--- config.mk ---
export PLATFORM = sky130hd
export DESIGN_NAME = lkr_meta_store
export DESIGN_NICKNAME = d
export VERILOG_FILES = /design/src/sv/lkr_meta_store.sv
export SDC_FILE = /design/constraint.sdc
export NUM_CORES = 1
export LEC_CHECK = 0
export ABC_AREA = 0
export BUFFER_PORTS_ARGS = -buffer_cell sky130_fd_sc_hd__buf_2
export CAP_MARGIN = 20
export CORE_MARGIN = 1
export CORE_UTILIZATION = 50
export CTS_CLUSTER_DIAMETER = 60
export DETAILED_ROUTE_END_ITERATION = 10
export PLACE_DENSITY = 0.77
export SYNTH_ARGS = -nofsm -noshare
export SYNTH_HDL_FRONTEND = slang
export SYNTH_SLANG_ARGS = --single-unit
--- constraint.sdc ---
create_clock -name clock -period 5 [get_ports clock]
set_input_delay 0.75 -clock clock [delete_from_list [all_inputs] [get_ports clock]]
set_output_delay 0.75 -clock clock [all_outputs]
set_load 0.005 [all_outputs]
--- src/sv/lkr_meta_store.sv ---
// Per-frame metadata memory (count, write slot, mark) with a valid bit per
// entry; an invalid entry reads as all zero. No package dependencies.
module lkr_meta_store #(
   parameter int DEPTH = 64,
   parameter int AW    = 6,
   parameter int DW    = 8
) (
   input  logic          clock,
   input  logic          reset,
   input  logic [AW-1:0] rd_addr,
   output logic [DW-1:0] rd_data,
   input  logic          wr_en,
   input  logic          clr_en,
   input  logic [AW-1:0] wr_addr,
   input  logic [DW-1:0] wr_data
);

   logic [DW-1:0]    mem [DEPTH];
   logic [DW-1:0]    rd_q_ff;
   logic [DEPTH-1:0] valid_ff;
   logic             rd_vld_ff;

   always_ff @(posedge clock) begin
      if (wr_en) begin
         mem[wr_addr] <= wr_data;
      end
      rd_q_ff <= mem[rd_addr];
   end

   always_ff @(posedge clock) begin
      if (reset) begin
         valid_ff  <= '0;
         rd_vld_ff <= 1'b0;
      end else begin
         if (wr_en) begin
            valid_ff[wr_addr] <= 1'b1;
         end else if (clr_en) begin
            valid_ff[wr_addr] <= 1'b0;
         end
         rd_vld_ff <= valid_ff[rd_addr];
      end
   end

   assign rd_data = rd_vld_ff ? rd_q_ff : '0;

endmodule

**Word level (Yosys, flattened, before mapping)**

Memories as Yosys holds them, arrays and structs flattened. A register that Yosys moved wholly into a read port is not among the register bits.
Cells that the tools add are included.

- $add $sub $neg: 0
- Multiply operators: 0
- Divide/modulo/power cells: 0
- Magnitude comparators: 3
- Equality and inequality tests: 0
- Shift operators: 0
- Muxes and demuxes: 9
- Bitwise gates (word level): 3
- Reduce and logical (&&, ||, !) cells: 2

Operators by type and width:

| cell | count |
|---|---|
| two-way mux 64 bit | 2 |
| AND 64 bit | 1 |
| inverter 64 bit | 1 |
| bitwise OR 64 bit | 1 |
| less-than comparator 6 x 7 -> 1 bit (second input constant) | 2 |
| two-way mux 8 bit | 1 |
| binary-select mux 1 bit (select 6 bit) | 1 |
| demux 1 bit (select 6 bit) | 1 |
| >= comparator 6 x 1 -> 1 bit (second input constant) | 1 |
| two-way mux 1 bit | 4 |
| nonzero test 2 bit | 1 |
| logical AND 1 bit | 1 |

- Register bits after elaboration: 65
- Bits in latches: 0
- Bits in writable memories: 512
- ROM bits: 0
- Input port bits: 24
- Output and inout port bits: 8
- Word-level logic and storage cells: 20
- Memories kept: 1

Memories:

| memory | depth | width | read ports | clocked after Yosys merged registers in | write ports | RTL line | RTL |
|---|---|---|---|---|---|---|---|
| mem | 64 | 8 | 1 | 1 | 1 | 18 | `logic [DW-1:0] mem [DEPTH];` |

**Logic depth before layout (Yosys ltp)**

- Depth in word-level cells: 8
- Gate-level depth with buffers: 9
- Mapped depth without buffers: 5

**Least setup slack after synthesis**

No wires, ideal clock.

- Kind: input to register
- Start: input rd_addr[1]
- End: register rd_q_ff[6] (read register of mem)
- Setup time: 0.128 ns
- Data arrival time: 2.274 ns
- Required time: 4.872 ns
- Path slack: 2.598 ns
- Stages on the path: 6
- Buffers on the path: 2
- Cells stage by stage: buf_2 -> buf_2 -> mux4_2 -> mux2_2 -> a211oi_1 -> o22ai_1

RTL lines:

| what | RTL line | RTL |
|---|---|---|
| start, declared | 10 | `input logic [AW-1:0] rd_addr,` |
| end, declared | 19 | `logic [DW-1:0] rd_q_ff;` |

==> impl_metrics.csv <==
group,metric,value,unit
routing,ant_nets,0,
placed_design,postPlaceCellArea,0.0237,mm²
clock_network,ctsRootBufferMaster,"clkbuf_16",
synth,ys_types,44,
setup_path,crit_type,"in2reg",
placed_design,gp_congestion,0.858,
sta,fin_setup_tns,0,ns
synth,syn_area,0.0231,mm²
clock_network,numCtsBuffers,55,
sta,setup_viol,0,
floorplanning,core_area,0.0455,mm²
synth,synth-seq-area-share,0.730,
setup_path,critPathTopFamily,"buffers and inverters",
synth,yosys-top-cells-area,"edfxtp_1, mux4_2, dfxtp_1",
routing,drt_iter0_markers,1962,
sta,finalClockSkew,0.0140,ns
clock_network,clk_path_buf_depth,3,
synth,synth_top_area_frac,0.667,
worst_hold_path,hold_path_class,"reg2reg",
setup_path,cp_slowest_cell,"buf_6",
floorplanning,row_count,78,
setup_path,cp.arrival,3.62,ns
synth,synth_xor_area_frac,0,
routing,num_vias,12200,
clock_network,cts_setup_buffers,0,
pwr,intPower,7.86,mW
floorplanning,die_area,0.0470,mm²
pwr,vdd_drop_max,0.000250,V
setup_path,worstPathCellList,"buf_6 > buf_4 > buf_4 > mux4_2 > mux2_2 > o21ai_0 > o22ai_1",
pwr,comb_power_share,0.050,
synth,syn-mean-instance-area,18.1,µm²
global_route,antenna_found_initial,6,
pwr,finalPower,9.95,mW
placed_design,hpwlAfterDp,31500,µm
sta,rsz0062_at_grt,"no",
routing,routed_wl,53300,µm
setup_path,start_kind,"primary input",
setup_path,slowest_delay,0.62,ns
pwr,p_leak,8.55,nW
synth,synth-warning-count,0,
synth,synth_fp_nets,1297,
finish,nNetsFinal,1330,
synth,yosys.area_share.simple,0.0304,
floorplanning,die_h,217,µm
clock_network,cts.sinks,585,
synth,synth_cells,1273,
finish,instances_no_fill,1953,
routing,wire_per_inst,27.3,µm
synth,synth_flop_cell,"edfxtp_1",
sta,finalCritPeriodShare,0.634,
floorplanning,io_pins,32,
routing,vias_per_cell,6.27,
global_route,grt_max_degree,80,
setup_path,required,5.45,ns
job,cap_violations,0,
sta,worst_slew_pin_slew,1.13,ns
global_route,grt_util_all_layers,0.231,
finish,final_area,0.0256,mm²
sta,drv_slew,0,
setup_path,end_kind,"register",
global_route,grt_pass1_wl,79000,µm
synth,synth_seq_cells,585,
synth,synth_top_family_by_area,"multiplexers",
clock_network,cts_tree,"done",
floorplanning,fp.dieW,217,µm
floorplanning,start_util,0.507,
synth,synth-compound-area-share,0.0507,
global_route,grt_overflow,0,
sta,slew_headroom,0.249,
synth,synth_edf_count,512,
placed_design,place_inst,1843,
global_route,grt_pass1_vias,12000,
finish,drive_gt1_frac,0.218,
sta,fmax,316,MHz
pwr,pwr-share-seq,0.539,
synth,synth_mux_area_frac,0.161,
synth,synthArstFlopShare,0,
outcome,status,"completed",
setup_path,cp.buffers_inverters,3,
sta,setup_slack,1.83,ns
placed_design,dp_slack,1.30,ns
clock_network,post_cts_resized,0,
synth,synth_top_area_cell,"edfxtp_1",
clock_network,ctsHoldBuffers,0,
setup_path,worstPathMaxFanout,79,
synth,synth_fa_ha_area_frac,0,
clock_network,htreeDepth,2,
clock_network,clk_pin_slew,0.06,ns
sta,period_minus_slack,3.17,ns
finish,area_growth,10.8,%
clock_network,clk_latency,0.60,ns
sta,hold_viol_final,0,
setup_path,crit_top_cell,"buf_4",
routing,firstDrtPassIters,6,
pwr,p_sw,2.09,mW
pwr,powerDensity,389,mW/mm²
placed_design,port_buffers,31,
routing,drc_errors,0,
pwr,clock_power_share,0.411,
pwr,swShare,0.210,
[power groups by stage]
stage | Combinational [mW] | Sequential, mW | Clock [mW]
floorplan | 0.297 | 5.46 | 0
global placement | 0.474 | 5.46 | 0
detailed placement | 0.483 | 5.47 | 0
CTS | 0.486 | 5.36 | 4.11
global route | 0.526 | 5.36 | 4.30
finish | 0.500 | 5.36 | 4.09
[final cells by class]
cell class              instances  area [µm²]
inverters                      65         244
repair buffers                 49         393
clock buffers                  69        1470
clock inverters                31         269
multi-input cells             550        5590
flip-flops and latches        585       16800
well taps                     600         751
diodes                          4        10.0
fillers                      3407       19900
[cell usage after synthesis (14+ instances only)]
cell / n
edfxtp_1: 512
mux4_2: 134
nand2_1: 81
o21ai_0: 79
dfxtp_1: 73
a21oi_1: 71
inv_1: 64
mux2_2: 33
clkbuf_1: 31
mux2i_1: 27
buf_2: 21
nand3_1: 14
[cell families after synthesis]
logic type	after synthesis
AND/OR/NAND/NOR	152
buffers and inverters	138
flip-flops	585
multiplexers	196
AO/OA/AOI/OAI	202
[metrics by stage]
step	utilization	hold WS, ns
2_1_floorplan	-	0.449
3_3_place_gp	0.521	0.457
3_5_place_dp	0.521	0.466
4_1_cts	0.559	0.474
5_1_grt	0.562	0.488
6_report	0.562	0.477
[layer usage]
layer	vias to the layer above	GRT usage	share of wire
met1	6301	0.336	0.40
met4	4	0.0765	0.030
met3	119	0.0477	0.10
li1	5116	-	-
met5	-	0	0.00056
met2	709	0.351	0.47
[cell usage in the layout (no fill, tap or decap), types with 2 or more instances in the layout]
master     instances
a2111oi_0          3
a211oi_1           3
a21oi_1           71
a221o_1            6
a221oi_1           6
a22oi_1           10
and2_1            12
and3_1             2
buf_12             7
buf_2             28
buf_4             12
buf_6              2
bufinv_16          5
clkbuf_1          12
clkbuf_16         57
clkinv_1          15
clkinv_2           9
dfxtp_1           73
diode_2            4
edfxtp_1         512
inv_1             64
mux2_2            33
mux2i_1           27
mux4_1             2
mux4_2           134
nand2_1           81
nand2b_1           5
nand3_1           14
nor2_1            13
nor2b_1           10
nor3_1             5
o211ai_1           6
o21ai_0           79
o221ai_1           6
o22ai_1            8
or2_2              2
[worst min-delay path, stage by stage (launching register included)]
cell and delay (ns):
dfxtp_1 0.31, o21ai_0 0.06, a21oi_1 0.06
[worst paths after layout]
kind                                            from                  to  slack [ns]  cells past startpoint
worst max-delay path                      rd_addr[1]  rd_q_ff[6]$_DFF_P_        1.83                      7
worst min-delay path                        register            register        0.48                      2
worst max register to register  mem[55][1]$_DFFE_PP_  rd_q_ff[1]$_DFF_P_        2.84                      4
worst min register to register              register            register        0.48                      2
(Power assumes the default switching activity.)
