$ cat config.mk
export PLATFORM = sky130hd
export DESIGN_NAME = lkr_victim_select
export DESIGN_NICKNAME = d
export VERILOG_FILES = /design/src/sv/lkr_pkg.sv /design/src/sv/lkr_victim_select.sv
export SDC_FILE = /design/constraint.sdc
export NUM_CORES = 1
export LEC_CHECK = 0
export ABC_AREA = 1
export BUFFER_PORTS_ARGS = -buffer_cell sky130_fd_sc_hd__buf_4
export CAP_MARGIN = 15
export CORE_MARGIN = 2
export CORE_UTILIZATION = 58
export DETAILED_ROUTE_END_ITERATION = 6
export GPL_TIMING_DRIVEN = 1
export PLACE_DENSITY = 0.8
export SYNTH_ARGS = -nofsm -noshare
export SYNTH_HDL_FRONTEND = slang
export SYNTH_SLANG_ARGS = --single-unit
$ cat constraint.sdc
create_clock -name clock -period 3.85 [get_ports clock]
set_input_delay 0.77 -clock clock [delete_from_list [all_inputs] [get_ports clock]]
set_output_delay 0.77 -clock clock [all_outputs]
set_load 0.05 [all_outputs]
$ cat src/sv/lkr_pkg.sv
// Shared types and constants for the LRU-K frame replacer.
// Holds the transaction payload structs, operation codes, control state
// encoding and configuration register map. No dependencies.
package lkr_pkg;

   // Number of frames; the frame fields of both payloads are sized for it.
   localparam int FRAME_COUNT = 64;

   typedef enum logic [1:0] {
      OP_ACCESS        = 2'd0,
      OP_SET_EVICTABLE = 2'd1,
      OP_REMOVE        = 2'd2,
      OP_EVICT         = 2'd3
   } op_type;

   typedef struct packed {
      op_type     operation;
      logic [5:0] frame_index;
      logic       evictable_value;
   } req_type;

   typedef struct packed {
      logic       evict_ok;
      logic [5:0] victim_frame;
      logic       status;
      logic [6:0] evictable_count;
   } rsp_type;

   localparam logic STATUS_DONE    = 1'b0;
   localparam logic STATUS_REFUSED = 1'b1;

   // Configuration port: one 32-bit register per word.
   localparam int CSR_ADDR_W  = 3;
   localparam int CSR_DATA_W  = 32;
   localparam int CSR_INDEX_W = CSR_ADDR_W - 2;
   localparam logic [CSR_INDEX_W-1:0] REG_HISTORY_DEPTH = 1'b0;

   localparam int HIST_DEPTH_W = 4;
   localparam logic [HIST_DEPTH_W-1:0] HIST_DEPTH_RESET = 4'd2;

   typedef enum logic [4:0] {
      ST_IDLE   = 5'b00001,
      ST_APPLY  = 5'b00010,
      ST_SCAN   = 5'b00100,
      ST_PICK   = 5'b01000,
      ST_RESULT = 5'b10000
   } state_type;

   // Classification of one frame as it leaves the scan read stage.
   typedef struct packed {
      logic valid;
      logic partial;
      logic full;
   } scan_tag_type;

endpackage

$ cat src/sv/lkr_victim_select.sv
// Running minimum over scanned frames, one tracker for frames with fewer
// than K accesses and one for full frames. Uses lkr_pkg::scan_tag_type.
module lkr_victim_select #(
   parameter int IW = 6,
   parameter int TW = 32
) (
   input  logic                 clock,
   input  logic                 reset,
   input  logic                 clear,
   input  lkr_pkg::scan_tag_type tag,
   input  logic [IW-1:0]        tag_index,
   input  logic [TW-1:0]        stamp,
   output logic                 found,
   output logic [IW-1:0]        victim
);

   logic          p_found_ff, p_found_in;
   logic [TW-1:0] p_best_ff, p_best_in;
   logic [IW-1:0] p_idx_ff, p_idx_in;
   logic          f_found_ff, f_found_in;
   logic [TW-1:0] f_best_ff, f_best_in;
   logic [IW-1:0] f_idx_ff, f_idx_in;

   // Strict compare: scan runs upward, so the lowest index keeps a tie.
   always_comb begin
      p_found_in = p_found_ff;
      p_best_in  = p_best_ff;
      p_idx_in   = p_idx_ff;
      f_found_in = f_found_ff;
      f_best_in  = f_best_ff;
      f_idx_in   = f_idx_ff;
      if (clear) begin
         p_found_in = 1'b0;
         f_found_in = 1'b0;
      end else if (tag.valid) begin
         if (tag.partial && (!p_found_ff || stamp < p_best_ff)) begin
            p_found_in = 1'b1;
            p_best_in  = stamp;
            p_idx_in   = tag_index;
         end
         if (tag.full && (!f_found_ff || stamp < f_best_ff)) begin
            f_found_in = 1'b1;
            f_best_in  = stamp;
            f_idx_in   = tag_index;
         end
      end
   end

   always_ff @(posedge clock) begin
      if (reset) begin
         p_found_ff <= 1'b0;
         f_found_ff <= 1'b0;
      end else begin
         p_found_ff <= p_found_in;
         f_found_ff <= f_found_in;
      end
      p_best_ff <= p_best_in;
      p_idx_ff  <= p_idx_in;
      f_best_ff <= f_best_in;
      f_idx_ff  <= f_idx_in;
   end

   assign found  = p_found_ff || f_found_ff;
   assign victim = p_found_ff ? p_idx_ff : f_idx_ff;

endmodule

-- Yosys cells after proc, flatten, opt, wreduce, memory -nomap -nowiden
Cells that the tools add are included.
- register bits: 78
- input port bits: 44
- output and inout bits: 7
- $lt $le $gt $ge: 2
- mux-type cells: 1
- bitwise operators: 1
- reduce and logical (&&, ||, !) cells: 12
- operators with widths (operator ; number):
    < comparator 32 bit ; 2
    two-way mux 6 bit ; 1
    AND reduction 3 bit ; 2
    AND reduction 2 bit ; 2
    logical OR 1 bit ; 3
    logical AND 1 bit ; 2
    logical NOT 1 bit ; 2
    OR reduction 2 bit ; 1
    inverter 1 bit ; 1

-- Longest topological paths before layout
- depth after elaboration: 4
- mapped depth: 13

-- Worst setup path before layout
No wires, ideal clock.
- path type: in2reg
- start point: input port stamp[5]
- end point: register p_best_ff[0], enable pin
- arrival: 2.719 ns
- path slack: 0.722 ns
- stages on the path: 10
- path through: ha_1 -> a21oi_1 -> nor2_1 -> nor3_2 -> nand2_1 -> nand2_1 -> nand2_1 -> nand2_1 -> nand2_1 -> a21oi_2
- cells in the longest elaborated chain, start to end: 4
- RTL lines (element ; RTL line ; text):
    from (decl) ; lkr_victim_select.sv:12 ; input logic [TW-1:0] stamp,
    < comparator 32 bit ; lkr_victim_select.sv:36 ; if (tag.partial && (!p_found_ff || stamp < p_best_ff)) begin
    logical OR 1 bit ; lkr_victim_select.sv:36 ;
    logical AND 1 bit ; lkr_victim_select.sv:36 ;
    AND reduction 3 bit (no line) ; - ;
    to (signal assigned) ; lkr_victim_select.sv:57 ; p_best_ff <= p_best_in;
    to (decl) ; lkr_victim_select.sv:18 ; logic [TW-1:0] p_best_ff, p_best_in;
No other way between the ends.
A chain may end at the register's enable or synchronous reset.

-- Worst setup path after layout
- start point: input port stamp[5]
- end point: register p_best_ff[16], enable pin
The elaborated chain is that of the path after synthesis.

==> results.json <==
{
  "maxSlewViolCount": 0,
  "drt_iter0_drc": 130,
  "grt_overflow_total": 0,
  "grt_pass1_wl_mm": 11.83,
  "path_cells": "buf_4, ha_1, a21oi_1, nor2_1, nor3_2, nand2_1, nand2_1, nand2_1, nand2_1, nand2_1, a21oi_4, buf_12",
  "grt_max_degree": 25,
  "hpwlAfterDp_mm": 5.619,
  "crit_end": "p_best_ff[16]$_DFFE_PP_",
  "antenna_found_initial": 0,
  "ir_drop_mv": 0.2219,
  "fin_crit_ns": 2.588,
  "skew_ns": 0.007166,
  "worst_path_dominant_cell_family": "compound AO/OA/AOI/OAI gates",
  "synth_edf_count": 76,
  "critical_path.endpoint_type": "flip-flop",
  "synth_cell_types": 20,
  "synth_cells": 376,
  "relSlewSlack_pct": 60.80,
  "drv_cap": 0,
  "critical_path.startpoint": "stamp[5]",
  "die_h_um": 88.18,
  "ys_ff_latch": 78,
  "worstSetupPathType": "in2reg",
  "avgSynthCellArea_um2": 10.93,
  "cts_root_buffer": "clkbuf_8",
  "worstSkewPairLatency_ns": 0.35,
  "final_cell_mix": "80 x inv_1, 80 x nand2_1, 76 x edfxtp_1, 62 x ha_1, 52 x buf_4",
  "syn_to_final_growth_pct": 17.96,
  "placed_cells": 524,
  "final_nets": 545,
  "grtUsageTotal_pct": 20.71,
  "synth_fp_nets": 482,
  "core_mm2": 0.006832,
  "critical_path.max_stage_delay_ns": 0.50,
  "cp_max_fo": 24,
  "fillerInstances": 516,
  "power.total_mw": 1.794,
  "setup_viol": 0,
  "num_antenna_cells": 0,
  "regToRegEndpoint": "p_best_ff[16]$_DFFE_PP_",
  "final_hold_viol_count": 0,
  "clock_path_buffers": 2,
  "die_w_um": 88.18,
  "cts_buffers": 9,
  "path_buf_inv": 2,
  "max_freq_mhz": 386.4,
  "std_cell_rows": 30,
  "worst_ep_required_time_ns": 3.91,
  "routed_wl_mm": 7.258,
  "synth_flop_cell": "edfxtp_1",
  "yosys_warnings": 0,
  "post-route-period-util_pct": 67.22,
  "drive_above_1_share_pct": 18.47,
  "slowest_stage": "a21oi_4",
  "vias": 2707,
  "hp-class": "in2reg",
  "wl_per_cell_um": 13.44,
  "outcome": "completed",
  "vias_per_cell": 5.013,
  "path_common_cell": "nand2_1",
  "grt_pass1_vias": 2651,
  "max_slew.worst_pin.slew_ns": 0.5867,
  "cts_tree": "done",
  "finalSetupTns_ns": 0,
  "clk_pin_slew_ns": 0.07,
  "netlist_area_mm2": 0.004110,
  "r2r-start": "p_best_ff[5]$_DFFE_PP_",
  "h-tree-depth": 3,
  "async_reset_ff_share_pct": 0,
  "initial_utilization_pct": 60.16,
  "cp_data_arrival_time_ns": 2.64,
  "rsz0062_at_grt": "no",
  "power_density_mw_per_mm2": 370.0,
  "post_cts_buffers": 0,
  "ant_nets": 0,
  "drc": 0,
  "r2r_slack_ns": 1.45,
  "ys_seq_area_share_pct": 56.50,
  "num_io_pins": 51,
  "place_congestion": 0.8118,
  "leakage_nw": 2.338,
  "stdcell_count": 540,
  "die_area_mm2": 0.007776,
  "dr.pass1.iters": 4,
  "critPathLaunchType": "input pin",
  "cts_resized": 0,
  "cts_hold_buf": 0,
  "rr_worst_depth": 12,
  "cts_num_sinks": 78,
  "critical_path_depth": 12,
  "io_buffers": 50
}
-- state kept, by name, summed over array words and instances (netlist names) --
| signal | cells |
|---|---|
| p_found_ff | 1 |
| f_idx_ff | 6 |
| f_best_ff | 32 |
| p_best_ff | 32 |
| p_idx_ff | 6 |
| f_found_ff | 1 |
-- stage by stage --
stage / hold WS [ns] / util, % / area [um2] / setup WS (ns)
after floorplan: 0.5321 / - / 4110 / 0.7223
after global placement: 0.6150 / 68.04 / 4648 / 0.9180
after detailed placement: 0.6277 / 68.04 / 4648 / 0.8615
after CTS: 0.5870 / 70.97 / 4848 / 1.248
after global routing: 0.5923 / 70.97 / 4848 / 1.064
final: 0.6024 / 70.97 / 4848 / 1.262
-- where the power goes --
group	total (mW)	switching [mW]	leakage [nW]	internal, mW
registers	0.967	0.00709	0.714	0.960
clock network	0.614	0.282	0.106	0.332
logic	0.214	0.125	1.52	0.0888
total	1.79	0.414	2.34	1.38
-- layout make-up --
cell class	count	area [um2]	share of cell area (%)
Clock inverter	4	45.04	0.9290
Sequential cell	78	2322	47.90
Clock buffer	12	155.1	3.200
Inverter	84	315.3	6.503
Timing Repair Buffer	53	410.4	8.465
Tap cell	96	120.1	2.477
Multi-Input combinational cell	213	1480	30.53
-- per-layer routing --
metal | track usage (%) | vias to the layer above | routed length [um]
met5 | 0 | - | 0
met4 | 10.19 | 0 | 176
met3 | 3.393 | 17 | 369
met2 | 34.59 | 80 | 3443
met1 | 26.27 | 1231 | 3268
li1 | - | 1379 | -
-- synthesized netlist by cell type (3+ instances only) --
cell	n	share of area, %
a21oi_2	5	1.1
a21oi_1	27	3.3
inv_2	4	0.37
nor3_1	3	0.37
nand4_1	3	0.46
o21ai_0	5	0.61
nor2_1	11	1.0
ha_1	62	19
edfxtp_1	76	56
o21ai_1	3	0.37
nand3_1	7	0.85
nand2_1	80	7.3
inv_1	80	7.3
-- worst register-to-register path, cell delays in order (launching register included) --
cell      delay, ns
edfxtp_1       0.36
inv_1          0.06
ha_1           0.23
a21oi_1        0.19
nor2_1         0.07
nor3_2         0.10
nand2_1        0.07
nand2_1        0.05
nand2_1        0.06
nand2_1        0.06
nand2_1        0.08
a21oi_4        0.50
buf_12         0.27
-- cell families after synthesis --
logic type / after synthesis / synth area share, %
AND/OR/NAND/NOR: 109 / 11.08
buffers and inverters: 85 / 7.854
flip-flops: 78 / 56.50
adder cells (fa/ha/maj): 62 / 18.87
AO/OA/AOI/OAI: 42 / 5.692
-- worst min path at each step --
stage / start / to / slack (ns) / cells past startpoint
finish: tag_index[4] / p_idx_ff[4]$_DFFE_PP_ / 0.60 / 1
global route: tag_index[4] / p_idx_ff[4]$_DFFE_PP_ / 0.59 / 1
CTS: tag_index[4] / p_idx_ff[4]$_DFFE_PP_ / 0.59 / 1
detailed placement: f_found_ff$_SDFFE_PP0P_ / f_found_ff$_SDFFE_PP0P_ / 0.63 / 4
global placement: f_found_ff$_SDFFE_PP0P_ / f_found_ff$_SDFFE_PP0P_ / 0.62 / 4
floorplan: f_found_ff$_SDFFE_PP0P_ / f_found_ff$_SDFFE_PP0P_ / 0.53 / 4
Note: power is estimated with default switching activity, not from simulation.
